## config.mk

```make
export PLATFORM = sky130hd
export DESIGN_NAME = decimal_field_type_classifier_top
export DESIGN_NICKNAME = d
export VERILOG_FILES = /design/src/dftc_pkg.sv /design/src/decimal_field_type_classifier_top.sv
export SDC_FILE = /design/constraint.sdc
export NUM_CORES = 1
export LEC_CHECK = 0
export BUFFER_PORTS_ARGS = -buffer_cell sky130_fd_sc_hd__buf_4
export CORE_ASPECT_RATIO = 2
export CORE_MARGIN = 2
export CORE_UTILIZATION = 55
export CTS_BUF_LIST = sky130_fd_sc_hd__clkbuf_8
export CTS_CLUSTER_SIZE = 20
export DETAILED_ROUTE_END_ITERATION = 8
export PLACE_DENSITY_LB_ADDON = 0.15
export SYNTH_ARGS = -nofsm -noshare
export SYNTH_HDL_FRONTEND = slang
export SYNTH_SLANG_ARGS = --single-unit
```

## constraint.sdc

```tcl
create_clock -name clk -period 10.1 [get_ports clk]
set_clock_uncertainty 0.1 [all_clocks]
set_input_delay 1.01 -clock clk [delete_from_list [all_inputs] [get_ports clk]]
set_output_delay 1.01 -clock clk [all_outputs]
set_load 0.02 [all_outputs]
```

## src/dftc_pkg.sv

```systemverilog
// ----------------------------------------------------------------------------
// dftc_pkg: shared definitions for the decimal field type classifier
// Character codes, result limits and the per-field running state record.
// ----------------------------------------------------------------------------
package dftc_pkg;

	localparam logic [7:0] CHAR_ZERO  = 8'h30;
	localparam logic [7:0] CHAR_NINE  = 8'h39;
	localparam logic [7:0] CHAR_MINUS = 8'h2D;
	localparam logic [7:0] CHAR_COMMA = 8'h2C;
	localparam logic [7:0] CHAR_DOT   = 8'h2E;
	localparam logic [7:0] CHAR_COLON = 8'h3A;
	localparam logic [7:0] CHAR_SPACE = 8'h20;
	localparam logic [7:0] CHAR_SLASH = 8'h2F;

	localparam int DIGIT_CNT_W = 4;
	localparam int MINUS_CNT_W = 2;
	localparam int SHORT_ACC_W = 17;
	localparam int INT_ACC_W   = 30;

	localparam logic [DIGIT_CNT_W-1:0] SHORT_MAX_DIGITS = 4'd5;
	localparam logic [DIGIT_CNT_W-1:0] INT_MAX_DIGITS   = 4'd9;
	localparam logic [DIGIT_CNT_W-1:0] DIGIT_CNT_SAT    = 4'd15;
	localparam logic [MINUS_CNT_W-1:0] MINUS_CNT_SAT    = 2'd3;
	localparam logic [MINUS_CNT_W-1:0] MINUS_MAX        = 2'd1;

	localparam logic [SHORT_ACC_W-1:0] SHORT_LIMIT = 17'd65534;
	localparam logic [15:0] EMPTY_SHORT_VALUE = 16'hFFFF;
	localparam logic [31:0] EMPTY_INT_VALUE   = 32'h8000_0000;

	typedef struct packed {
		logic [DIGIT_CNT_W-1:0] digit_count;
		logic [MINUS_CNT_W-1:0] minus_count;
		logic                   short_ok;
		logic                   integer_ok;
		logic                   numeric_ok;
		logic [SHORT_ACC_W-1:0] short_accum;
		logic [INT_ACC_W-1:0]   integer_accum;
		logic                   leading_minus;
		logic                   prefix_ended;
		logic                   prefix_has_digit;
		logic                   at_field_start;
	} field_state_t;

	localparam field_state_t FIELD_CLEAR = '{
		digit_count:      '0,
		minus_count:      '0,
		short_ok:         1'b1,
		integer_ok:       1'b1,
		numeric_ok:       1'b1,
		short_accum:      '0,
		integer_accum:    '0,
		leading_minus:    1'b0,
		prefix_ended:     1'b0,
		prefix_has_digit: 1'b0,
		at_field_start:   1'b1
	};

endpackage

```

## src/decimal_field_type_classifier_top.sv

```systemverilog
// ----------------------------------------------------------------------------
// decimal_field_type_classifier_top: streaming text field classifier
// Classifies one text field as unsigned short, int and numeric-like text.
// ----------------------------------------------------------------------------
// Usage: the characters of one field arrive on the input channel (in_valid,
// in_ready, ch, no_char, last), one word per character. A word with no_char
// set carries no character; with last also set it closes the field, and a
// closing word that follows no character at all marks an empty field. Every
// word with last set produces exactly one result word on the output channel
// (out_valid, out_ready, is_ushort, short_value, is_int, int_value,
// is_numlike); other words produce nothing.
// Flow: a word is captured in the input register at acceptance; from there
// it is folded into the running field state and, for a closing word, loads
// the result register, which a closing word waits for while a result is
// held. Throughput is one word per cycle while no closing word waits; the
// state update holds a multiply by ten done as shift and add.
// Stalls: while out_ready is low and a result waits, words that do not close
// a field keep flowing into the state; the input stalls only once a closing
// word sits in the input register behind the waiting result.
// Reset: arst_n clears both valid flags and returns the field state to the
// start of a field; no result is pending after reset.
// ----------------------------------------------------------------------------
module decimal_field_type_classifier_top (
	input  logic        clk,
	input  logic        arst_n,
	input  logic        in_valid,
	output logic        in_ready,
	input  logic [7:0]  ch,
	input  logic        no_char,
	input  logic        last,
	output logic        out_valid,
	input  logic        out_ready,
	output logic        is_ushort,
	output logic [15:0] short_value,
	output logic        is_int,
	output logic signed [31:0] int_value,
	output logic        is_numlike
);
	import dftc_pkg::*;

	// Input register.
	logic       valid_s1;
	logic [7:0] ch_s1;
	logic       no_char_s1;
	logic       last_s1;

	// Running state of the field being read.
	field_state_t st_q;
	field_state_t st_nx;

	logic advance;
	logic res_load;
	logic out_free;

	assign out_free = !out_valid || out_ready;
	// The input register empties when its word either updates the state only
	// or its result can go into the result register.
	assign advance  = valid_s1 && (!last_s1 || out_free);
	assign in_ready = !valid_s1 || advance;
	assign res_load = advance && last_s1;

	always_ff @(posedge clk or negedge arst_n) begin
		if (!arst_n) begin
			valid_s1 <= 1'b0;
		end else if (in_ready) begin
			valid_s1 <= in_valid;
		end
	end

	always_ff @(posedge clk) begin
		if (in_ready && in_valid) begin
			ch_s1      <= ch;
			no_char_s1 <= no_char;
			last_s1    <= last;
		end
	end

	// Per-character state update.
	logic                   is_digit;
	logic                   is_minus;
	logic                   in_set;
	logic [3:0]             digit;
	logic [SHORT_ACC_W-1:0] short_x10;
	logic [INT_ACC_W-1:0]   int_x10;

	always_comb begin
		is_digit  = (ch_s1 >= CHAR_ZERO) && (ch_s1 <= CHAR_NINE);
		is_minus  = (ch_s1 == CHAR_MINUS);
		digit     = is_digit ? 4'(ch_s1 - CHAR_ZERO) : 4'd0;
		in_set    = is_digit || is_minus || (ch_s1 == CHAR_COMMA) ||
		            (ch_s1 == CHAR_DOT) || (ch_s1 == CHAR_COLON) ||
		            (ch_s1 == CHAR_SPACE) || (ch_s1 == CHAR_SLASH);
		short_x10 = (st_q.short_accum << 3) + (st_q.short_accum << 1) +
		            SHORT_ACC_W'(digit);
		int_x10   = (st_q.integer_accum << 3) + (st_q.integer_accum << 1) +
		            INT_ACC_W'(digit);

		st_nx = st_q;
		if (!no_char_s1) begin
			if (!in_set) begin
				st_nx.numeric_ok = 1'b0;
			end
			if (is_digit) begin
				if (st_q.digit_count < SHORT_MAX_DIGITS) begin
					st_nx.short_accum = short_x10;
				end
				if (!st_q.prefix_ended) begin
					if (st_q.digit_count < INT_MAX_DIGITS) begin
						st_nx.integer_accum = int_x10;
					end
					st_nx.prefix_has_digit = 1'b1;
				end
				if (st_q.digit_count != DIGIT_CNT_SAT) begin
					st_nx.digit_count = st_q.digit_count + 1'b1;
				end
			end else begin
				st_nx.short_ok = 1'b0;
				if (is_minus) begin
					if (st_q.minus_count != MINUS_CNT_SAT) begin
						st_nx.minus_count = st_q.minus_count + 1'b1;
					end
					if (st_q.at_field_start) begin
						st_nx.leading_minus = 1'b1;
					end else begin
						st_nx.prefix_ended = 1'b1;
					end
				end else begin
					st_nx.integer_ok   = 1'b0;
					st_nx.prefix_ended = 1'b1;
				end
			end
			st_nx.at_field_start = 1'b0;
		end
	end

	always_ff @(posedge clk or negedge arst_n) begin
		if (!arst_n) begin
			st_q <= FIELD_CLEAR;
		end else if (advance) begin
			st_q <= last_s1 ? FIELD_CLEAR : st_nx;
		end
	end

	// Classification of the finished field.
	logic        s_ok;
	logic        i_ok;
	logic        n_ok;
	logic [15:0] s_val;
	logic [31:0] i_val;
	logic [31:0] i_mag;

	always_comb begin
		i_mag = 32'(st_nx.integer_accum);
		if (st_nx.at_field_start) begin
			s_ok  = 1'b1;
			s_val = EMPTY_SHORT_VALUE;
			i_ok  = 1'b1;
			i_val = EMPTY_INT_VALUE;
			n_ok  = 1'b1;
		end else begin
			s_ok  = st_nx.short_ok && (st_nx.digit_count != '0) &&
			        (st_nx.digit_count <= SHORT_MAX_DIGITS) &&
			        (st_nx.short_accum <= SHORT_LIMIT);
			s_val = s_ok ? st_nx.short_accum[15:0] : 16'd0;
			i_ok  = st_nx.integer_ok && (st_nx.digit_count <= INT_MAX_DIGITS) &&
			        (st_nx.minus_count <= MINUS_MAX) && st_nx.prefix_has_digit;
			i_val = !i_ok ? 32'd0 : (st_nx.leading_minus ? (32'd0 - i_mag) : i_mag);
			n_ok  = st_nx.numeric_ok;
		end
	end

	// Result register.
	always_ff @(posedge clk or negedge arst_n) begin
		if (!arst_n) begin
			out_valid <= 1'b0;
		end else if (out_free) begin
			out_valid <= res_load;
		end
	end

	always_ff @(posedge clk) begin
		if (res_load) begin
			is_ushort   <= s_ok;
			short_value <= s_val;
			is_int      <= i_ok;
			int_value   <= signed'(i_val);
			is_numlike  <= n_ok;
		end
	end

	// A failed check always reports a zero value.
	a_short_zero: assert property (@(posedge clk) disable iff (!arst_n)
		(out_valid && !is_ushort) |-> (short_value == 16'd0))
		else $error("short_value nonzero on failed short check");

	a_int_zero: assert property (@(posedge clk) disable iff (!arst_n)
		(out_valid && !is_int) |-> (int_value == 32'sd0))
		else $error("int_value nonzero on failed int check");

	// A valid short consists of digits only, so it is also numeric-like.
	a_short_numeric: assert property (@(posedge clk) disable iff (!arst_n)
		(out_valid && is_ushort) |-> is_numlike)
		else $error("short field reported as not numeric");

	// Closing a field returns the state to the start of a field.
	a_field_clear: assert property (@(posedge clk) disable iff (!arst_n)
		res_load |=> (st_q.at_field_start && st_q.digit_count == '0 &&
		              st_q.minus_count == '0))
		else $error("field state not cleared after result");

endmodule

```

==> results.sh, run 1 <==
export IMPL_status="complete, no violations"
export IMPL_cts_tree="yes"
export IMPL_ir_drop_mv=0.0791
export IMPL_synth_edf_count=61
export IMPL_postCtsSetupBuffers=0
export IMPL_p_leak_nw=4.38
export IMPL_fin_util_pct=62.6
export IMPL_portBuffers=66
export IMPL_setup_tns_ns=0
export IMPL_clock_sinks=123
export IMPL_antenna_found_initial=0
export IMPL_yosysWarnings=0
export IMPL_finalHoldViolCount=0
export IMPL_synth_distinct_cells=90
export IMPL_seqCellArea_um2=3390
export IMPL_power_density_nw_per_um2=111
export IMPL_synth_largest_area_cell="edfxtp_1"
export IMPL_n_antenna_cell=0
export IMPL_cpMaxStageDelayCell="nor3_2"
export IMPL_drive_gt1_share_pct=15.1
export IMPL_ys_flop_type="edfxtp_1"
export IMPL_crit_path_end_kind="flop"
export IMPL_crit_fanout=17
export IMPL_multi_input_area_um2=5490
export IMPL_synth_mux_area_share_pct=3.91
export IMPL_cts_resized=0
export IMPL_min_path_type="flop to flop"
export IMPL_synth_area_top_cells="edfxtp_1 20%, dfrtp_1 16%, ha_1 11%, o21ai_0 4.9%, a21oi_1 4.1%"
export IMPL_synthArstFlopShare_pct=50.4
export IMPL_synthXorXnorAreaFrac_pct=5.58
export IMPL_rsz0062_at_grt="false"
export IMPL_slew_headroom_pct=21.2
export IMPL_die_h_um=186
export IMPL_seqPwrFrac_pct=49.5
export IMPL_drc=0
export IMPL_synth_compound_area_share_pct=21.4
export IMPL_io_pin_count=67
export IMPL_path_delay_family="simple AND/OR/NAND/NOR gates"
export IMPL_swShare_pct=26.8
export IMPL_netlist_area_um2=9110
export IMPL_root_buffer="clkbuf_8"
export IMPL_first_pass_iters=5
export IMPL_criticalPathCategory="flop to flop"
export IMPL_design_core_area_um2=16300
export IMPL_nets=1117
export IMPL_rows=66
export IMPL_fmax_ghz=0.187
export IMPL_yosysSeqAreaShare_pct=37.2
export IMPL_track_usage_pct=29.7
export IMPL_synth_top_family_by_area="compound AO/OA/AOI/OAI gates"
export IMPL_intPower_uw=830
export IMPL_crit_required_ns=10.17
export IMPL_antenna_left=0
export IMPL_cts_buffers=17
export IMPL_arrival_ns=5.41
export IMPL_grt_overflow=0
export IMPL_synthAdderAreaFrac_pct=12.3
export IMPL_htree_levels=4
export IMPL_comb_power_share_pct=8.9
export IMPL_startpoint_type="flop"
export IMPL_grt_pass1_vias=7715
export IMPL_syn_area_per_cell_um2=9.49
export IMPL_clk_latency_ns=0.46
export IMPL_clk_pin_slew_worst_paths_ns=0.07
export IMPL_worst_pin_slew_ns=1.18
export IMPL_cts_hold_buf=0
export IMPL_syn_inst=960
export IMPL_fillers=1399
export IMPL_totalPowerFinal_mw=1.13
export IMPL_finalCriticalPeriod_ns=5.35
export IMPL_synth_seq_cells=123
export IMPL_start_util_pct=56.0
export IMPL_syn_to_final_growth_pct=11.7
export IMPL_synthSimpleGateAreaFrac_pct=16.9
export IMPL_hpwl_um=19000
export IMPL_setup_viol=0
export IMPL_yosys_area_top_type_share_pct=20.1
export IMPL_chipWidth_um=95.0
export IMPL_crit_chain="nor3b_2 -> and3_1 -> nand2_1 -> inv_1 -> fa_1 -> fa_1 -> a21o_1 -> a21oi_1 -> o21ai_0 -> a31o_2 -> a41oi_1 -> nand2_1 -> o21ai_0 -> nand4_1 -> nor3_2 -> nor2_1"
export IMPL_p_clk_share_pct=41.5
export IMPL_wirelength_um=25100
export IMPL_routabilityCongestion=0.965
export IMPL_yosysMostFrequentCell="nand2_1"
export IMPL_max_cap_viol_count=0
export IMPL_syn_nets=1061
export IMPL_grt_pass1_wl_um=39700
export IMPL_wl_per_cell_um=20.4
export IMPL_slew_viol_final=0
export IMPL_synth_common_cells="96 x nand2_1, 89 x o21ai_0, 83 x ha_1, 82 x nor2_1, 75 x a21oi_1"
export IMPL_routed_via_density=6.27
export IMPL_fin_crit_sh_pct=52.9
export IMPL_max_stage_delay_ns=0.79
export IMPL_fp_dieArea_um2=17700
export IMPL_drt_iter0_markers=397
export IMPL_power_switching_uw=304
export IMPL_grt_max_degree=63
export IMPL_ctsLongestPathBuffers=2
export IMPL_vias=7725
export IMPL_crit_buf_inv=1
## metal layers
metal	GRT usage (%)	routed length (µm)	part of all wire, %	up-vias
met2	55.5	13600	54	265
met1	30.9	9130	36	3704
met5	0	0	0	-
li1	-	-	-	3671
met3	3.52	855	3.4	85
met4	17.7	1530	6.1	0
## registers in the layout (all words and copies together), names as in the netlist
signal       flops
st_q            60
is_int           1
last_s1          1
is_numlike       1
out_valid        1
short_value     16
ch_s1            8
valid_s1         1
is_ushort        1
int_value       32
no_char_s1       1
## through the flow
stage	setup slack, ns	area [µm²]	hold slack (ns)	std cells
5_1_grt	4.27	10200	0.368	1233
4_1_cts	4.78	10200	0.359	1233
3_3_place_gp	4.93	9750	0.344	1201
3_5_place_dp	4.81	9750	0.352	1201
2_1_floorplan	5.22	9110	0.337	960
6_report	4.75	10200	0.362	1233
## cell usage in the layout (no fill, tap or decap), types with 6 or more instances in the layout
cell type	count
a211oi_1	10
a21o_1	10
a21oi_1	75
a22o_1	14
a31oi_1	9
and2_1	9
buf_4	72
clkbuf_8	17
dfrtp_1	58
edfxtp_1	61
ha_1	83
inv_1	21
mux2_2	8
mux2i_1	24
nand2_1	96
nand2b_1	16
nand3_1	12
nand4_1	10
nor2_1	82
nor2b_1	7
nor3_1	22
nor3b_1	6
o211ai_1	11
o21a_1	7
o21ai_0	89
o31ai_1	12
or3_1	11
xnor2_1	35
xor2_1	23
## kinds of logic after synthesis
kind of cell             after synthesis
AND/OR/NAND/NOR                      311
AO/OA/AOI/OAI                        290
multiplexers                          34
XOR/XNOR                              58
buffers and inverters                 57
adder cells (fa/ha/maj)               87
flip-flops                           123
## worst min-delay path: stages, from the launching register on
cell     delay, ns
dfstp_2       0.37
nand2_1       0.05
nand2_1       0.05
## worst paths after layout
kind	start	end	slack, ns	cells after the start
setup / recovery	ch_s1[7]	short_value[13]	4.75	16
hold / removal	st_q[53]	st_q[53]	0.36	2
setup reg to reg	ch_s1[7]	short_value[13]	4.75	16
hold reg to reg	st_q[53]	st_q[53]	0.36	2
max in group asynchronous	arst_n	st_q[39]	8.75	1
min in group asynchronous	arst_n	st_q[12]	0.53	1
## final cells by class
cell class | count | area share [%]
multi-input combinational | 780 | 53.9
sequential | 123 | 33.3
timing repair buffer | 72 | 5.31
tap | 204 | 2.51
clock buffer | 17 | 2.30
clock inverter | 15 | 1.86
inverter | 22 | 0.812
## power groups by stage
| stage | Sequential [mW] | Clock, mW | Combinational (mW) |
|---|---|---|---|
| floorplan | 0.581 | 0 | 0.0453 |
| global placement | 0.571 | 0 | 0.0994 |
| detailed placement | 0.572 | 0 | 0.101 |
| CTS | 0.562 | 0.479 | 0.102 |
| global route | 0.563 | 0.498 | 0.110 |
| finish | 0.562 | 0.471 | 0.101 |
No activity file was read; power rests on OpenSTA's default activity.
==> run 2: changes to the inputs <==
==> constraint.sdc (replaced) <==
create_clock -name clk -period 4.45 [get_ports clk]
set_clock_uncertainty 0.1 [all_clocks]
set_input_delay 0.445 -clock clk [delete_from_list [all_inputs] [get_ports clk]]
set_output_delay 0.445 -clock clk [all_outputs]
set_load 0.02 [all_outputs]
==> run 2 against run 1 <==
Against the previous run:
- core utilization rose by 7.4 points
- design area rose by 12%
- power rose by 130%
- cell count rose by 8.9%
- via count rose by 7.6%
- the run now ends with negative hold slack, negative setup slack left
- worst setup slack got worse by 5.0 ns
- first-iteration DRC count rose by 3.8%
- sequential cell count did not move
- highest routed layer unchanged
==> results.sh, run 2 (synthesis gave the netlist of run 1 again) <==
export IMPL_multi_input_area_um2=5850
export IMPL_drive_gt1_share_pct=27.7
export IMPL_biggestRegsByFlops="st_q: 60 flops, int_value: 32 flops, short_value: 16 flops"
export IMPL_fp_dieArea_um2=17700
export IMPL_status="finished, violations left"
export IMPL_finalHoldViolCount=4
export IMPL_crit_path_end_kind="flop"
export IMPL_min_path_type="primary input to async pin"
export IMPL_fillers=1262
export IMPL_wl_per_cell_um=20.1
export IMPL_io_pin_count=67
export IMPL_grt_overflow=0
export IMPL_routabilityCongestion=0.955
export IMPL_antenna_found_initial=0
export IMPL_syn_to_final_growth_pct=24.9
export IMPL_drc=0
export IMPL_max_cap_viol_count=0
export IMPL_slew_headroom_pct=41.8
export IMPL_setup_viol=14
export IMPL_violations="negative hold slack, negative setup slack"
export IMPL_rsz0062_at_grt="true"
export IMPL_root_buffer="clkbuf_8"
export IMPL_final_common_cell="buf_4"
export IMPL_fin_util_pct=70.0
export IMPL_die_h_um=186
export IMPL_chipWidth_um=95.0
export IMPL_crit_fanout=4
export IMPL_timing_final_ws_setup_ns=-0.295
export IMPL_criticalPathCategory="flop to flop"
export IMPL_clk_latency_ns=0.45
export IMPL_crit_required_ns=4.56
export IMPL_arrival_ns=4.85
export IMPL_ctsLongestPathBuffers=2
export IMPL_seqCellArea_um2=3390
export IMPL_p_leak_nw=5.01
export IMPL_hpwl_um=20500
export IMPL_vias=8312
export IMPL_track_usage_pct=31.4
export IMPL_clk_pin_slew_worst_paths_ns=0.08
export IMPL_htree_levels=4
export IMPL_ir_drop_mv=0.154
export IMPL_cts_tree="yes"
export IMPL_first_pass_iters=5
export IMPL_rows=66
export IMPL_power_density_nw_per_um2=224
export IMPL_fmax_ghz=0.211
export IMPL_cts_hold_buf=0
export IMPL_drt_iter0_markers=412
export IMPL_cts_buffers=17
export IMPL_finalCriticalPeriod_ns=4.75
export IMPL_nets=1227
export IMPL_start_util_pct=56.0
export IMPL_worst_pin_slew_ns=0.872
export IMPL_dp_cells=1297
export IMPL_dp_slack_ns=-0.364
export IMPL_n_antenna_cell=0
export IMPL_fin_crit_sh_pct=107
export IMPL_final_cell_mix="171 x buf_4, 93 x nand2_1, 82 x nor2_1"
export IMPL_grt_pass1_wl_um=41900
export IMPL_r2r_slack_ns=-0.30
export IMPL_slew_viol_final=0
export IMPL_holdWs_ns=-0.0116
export IMPL_final_cells=1343
export IMPL_largest_reg_flops=60
export IMPL_antenna_left=0
export IMPL_setup_tns_ns=-1.77
export IMPL_design_core_area_um2=16300
export IMPL_clock_sinks=123
export IMPL_startpoint_type="flop"
export IMPL_portBuffers=66
export IMPL_largest_register="st_q"
export IMPL_grt_max_degree=63
export IMPL_grt_pass1_vias=8346
export IMPL_wirelength_um=26900
export IMPL_routed_via_density=6.19
-- run 2: final timing paths --
check                      cells past startpoint            end     start
max                                           17  int_value[26]  ch_s1[6]
min                                            1       st_q[11]    arst_n
max reg2reg                                   17  int_value[26]  ch_s1[6]
min reg2reg                                    2       st_q[53]  st_q[53]
max in group asynchronous                      1       st_q[44]    arst_n
min in group clk                               1       ch_s1[4]     ch[4]
-- run 2: stage by stage --
stage | hold WS [ns] | instance area, µm² | power [mW]
floorplan | 0.0494 | 9190 | 1.42
CTS | 0.0180 | 11100 | 2.55
finish | -0.0116 | 11400 | 2.55
global placement | 0.347 | 10500 | 1.54
detailed placement | 0.347 | 10500 | 1.55
global route | 0.0439 | 11400 | 2.63
-- run 2: per-layer routing --
layer  part of all wire (%)  vias up  global-route usage, %  routed length, µm
met1                     34     4015                   30.3               9100
met2                     55      283                   58.7              14700
met5                      0        -                      0                  0
met3                    3.3      122                   4.01                896
met4                    8.2        0                   23.2               2200
li1                       -     3892                      -                  -
-- run 2: final cells by class --
class                      count  area share, %
multi-input combinational    780           51.4
sequential                   123           29.8
timing repair buffer         182           12.4
clock buffer                  19           2.30
tap                          204           2.24
clock inverter                13           1.20
inverter                      22          0.726
-- run 2: where the power goes --
group,total (mW),leakage (nW),switching [mW],internal [mW]
combinational,0.270,3.35,0.171,0.0987
clock,1.01,0.221,0.442,0.569
sequential,1.27,1.44,0.0248,1.25
total,2.55,5.01,0.638,1.91
-- run 2: worst max-delay path, cell delays in order, from the launching register on --
cell	delay, ns
edfxtp_1	0.37
nor3b_2	0.26
and3_4	0.26
nand2_4	0.05
fa_2	0.57
inv_2	0.06
ha_4	0.24
a211oi_4	0.28
o21ai_2	0.11
a221oi_4	0.37
buf_6	0.17
a21oi_4	0.05
or3_4	0.34
a31oi_4	0.17
o211ai_4	0.11
or3_4	0.42
o31ai_2	0.23
mux2_1	0.34
-- run 2: what timing repair did --
item	4_1_cts	5_1_grt
resized for setup	29	56
pin swaps	8	29
buffers inserted	7	6
endpoints found under the hold margin	0	0
gates cloned	0	2
endpoints found under the setup margin	35	38
==> run 3: changes to the inputs <==
--- a/config.mk
+++ b/config.mk
@@ -12,7 +12,9 @@
 export CTS_BUF_LIST = sky130_fd_sc_hd__clkbuf_8
 export CTS_CLUSTER_SIZE = 20
 export DETAILED_ROUTE_END_ITERATION = 8
+export GPL_ROUTABILITY_DRIVEN = 0
 export PLACE_DENSITY_LB_ADDON = 0.15
 export SYNTH_ARGS = -nofsm -noshare
 export SYNTH_HDL_FRONTEND = slang
 export SYNTH_SLANG_ARGS = --single-unit
+export TNS_END_PERCENT = 10
==> run 3 against run 2 <==
Against the previous run:
- the run still ends with negative hold slack, negative setup slack left
- hold slack got worse by 0.019 ns
- non-clock buffer count did not move
- die area did not move
- sequential cell count did not move
- global-route usage rose by 0.46 points
- worst setup slack improved by 0.13 ns
- clock-buffer cell count fell by 1
==> results.sh, run 3 (synthesis gave the netlist of run 1 again) <==
export IMPL_htree_levels=4
export IMPL_clk_pin_slew_worst_paths_ns=0.08
export IMPL_cts_hold_buf=0
export IMPL_rsz0062_at_grt="true"
export IMPL_grt_overflow=0
export IMPL_rows=66
export IMPL_start_util_pct=56.0
export IMPL_r2r_slack_ns=-0.16
export IMPL_worst_pin_slew_ns=1.22
export IMPL_finalHoldViolCount=10
export IMPL_fmax_ghz=0.217
export IMPL_clk_latency_ns=0.47
export IMPL_power_density_nw_per_um2=236
export IMPL_io_pin_count=67
export IMPL_largest_reg_flops=60
export IMPL_slew_headroom_pct=18.6
export IMPL_arrival_ns=4.73
export IMPL_status="finished, violations left"
export IMPL_vias=8368
export IMPL_grt_max_degree=63
export IMPL_final_cells=1343
export IMPL_rr_worst_depth=17
export IMPL_first_pass_iters=5
export IMPL_final_cell_mix="177 x buf_4, 93 x nand2_1, 82 x nor2_1"
export IMPL_grt_pass1_wl_um=42500
export IMPL_n_antenna_cell=0
export IMPL_final_common_cell="buf_4"
export IMPL_cp_startpoint="ch_s1[2]"
export IMPL_swShare_pct=24.9
export IMPL_clock_sinks=123
export IMPL_timing_final_ws_setup_ns=-0.161
export IMPL_violations="negative hold slack, negative setup slack"
export IMPL_cts_buffers=17
export IMPL_track_usage_pct=31.9
export IMPL_largest_register="st_q"
export IMPL_p_leak_nw=5.01
export IMPL_p_clk_share_pct=42.5
export IMPL_min_path_type="primary input to async pin"
export IMPL_holdWs_ns=-0.0305
export IMPL_seqPwrFrac_pct=47.4
export IMPL_design_core_area_um2=16300
export IMPL_ctsLongestPathBuffers=2
export IMPL_grt_pass1_vias=8521
export IMPL_fin_crit_sh_pct=104
export IMPL_routed_via_density=6.23
export IMPL_setup_viol=26
export IMPL_startpoint_type="flop"
export IMPL_portBuffers=66
export IMPL_fp_dieArea_um2=17700
export IMPL_drc=0
export IMPL_crit_required_ns=4.57
export IMPL_antenna_found_initial=0
export IMPL_crit_end="int_value[26]"
export IMPL_die_h_um=186
export IMPL_dp_slack_ns=-0.379
export IMPL_worstReg2RegEnd="int_value[26]"
export IMPL_nets=1227
export IMPL_criticalPathCategory="flop to flop"
export IMPL_chipWidth_um=95.0
export IMPL_crit_path_end_kind="flop"
export IMPL_syn_to_final_growth_pct=24.7
export IMPL_power_switching_uw=668
export IMPL_biggestRegsByFlops="st_q: 60 flops, int_value: 32 flops, short_value: 16 flops"
export IMPL_root_buffer="clkbuf_8"
export IMPL_antenna_left=0
export IMPL_wl_per_cell_um=20.1
export IMPL_hpwl_um=20000
export IMPL_r2r_start="ch_s1[2]"
export IMPL_cts_tree="yes"
export IMPL_wirelength_um=27000
export IMPL_ir_drop_mv=0.163
export IMPL_finalCriticalPeriod_ns=4.61
export IMPL_crit_fanout=5
export IMPL_intPower_mw=2.02
export IMPL_drive_gt1_share_pct=27.6
export IMPL_comb_power_share_pct=10.0
export IMPL_slew_viol_final=0
export IMPL_drt_iter0_markers=486
export IMPL_max_cap_viol_count=0
export IMPL_dp_cells=1294
## run 3: worst min path at each step
stage              from         to  slack, ns  depth (start not counted)
6_report         arst_n   st_q[13]      -0.03                          1
5_1_grt          arst_n   st_q[11]       0.04                          1
4_1_cts          arst_n   st_q[13]       0.01                          1
3_5_place_dp   st_q[53]   st_q[53]       0.36                          2
3_3_place_gp   st_q[53]   st_q[53]       0.35                          2
2_1_floorplan    arst_n  out_valid       0.05                          0
## run 3: power groups by stage
stage | registers (mW) | clock network (mW) | logic (mW)
global placement | 1.29 | 0 | 0.248
CTS | 1.27 | 1.14 | 0.257
detailed placement | 1.30 | 0 | 0.250
finish | 1.27 | 1.14 | 0.270
global route | 1.28 | 1.19 | 0.289
floorplan | 1.32 | 0 | 0.104
## run 3: per-layer routing
metal | GRT usage (%) | wire length, µm | vias up | part of all wire, %
met2 | 58.3 | 14700 | 304 | 54
met1 | 30.9 | 9220 | 4023 | 34
met4 | 24.0 | 2040 | 0 | 7.5
met3 | 5.30 | 1070 | 138 | 4.0
li1 | - | - | 3903 | -
met5 | 0 | 0 | - | 0
## run 3: worst max-delay path, cell delays in order (launching register included)
cell and delay [ns]:
edfxtp_1 0.41, o21ai_2 0.19, and3_4 0.26, nand2_4 0.06
fa_2 0.56, inv_2 0.05, ha_4 0.24, a211oi_4 0.26
o21ai_2 0.11, a221oi_4 0.24, buf_6 0.16, a2111oi_1 0.08
o211ai_1 0.26, and4_4 0.27, o2111ai_2 0.12, or3_4 0.45
o31ai_4 0.20, mux2_4 0.32
## run 3: final cells by class
cell class | count | area, µm²
clock buffers | 18 | 248
clock inverters | 14 | 200
fillers | 1256 | 4900
inverters | 22 | 82.6
multi-input cells | 780 | 5810
flip-flops and latches | 123 | 3390
well taps | 204 | 255
repair buffers | 182 | 1380
## run 3: per-stage QoR
stage,area (µm²),hold slack (ns),util [%],TNS (ns),power [mW]
finish,11400,-0.0305,69.9,-1.57,2.69
global route,11400,0.0390,69.9,-7.42,2.76
CTS,11100,0.0121,68.5,-1.47,2.67
detailed placement,10500,0.355,64.6,-6.82,1.55
global placement,10500,0.346,64.6,-5.79,1.54
floorplan,9190,0.0494,-,-0.300,1.42
## run 3: repair_timing
item                       in CTS  in global routing
pin swaps                      13                 16
buffers inserted                8                  7
cloned                          0                  2
setup endpoints to repair      34                 39
resized for setup              27                 41
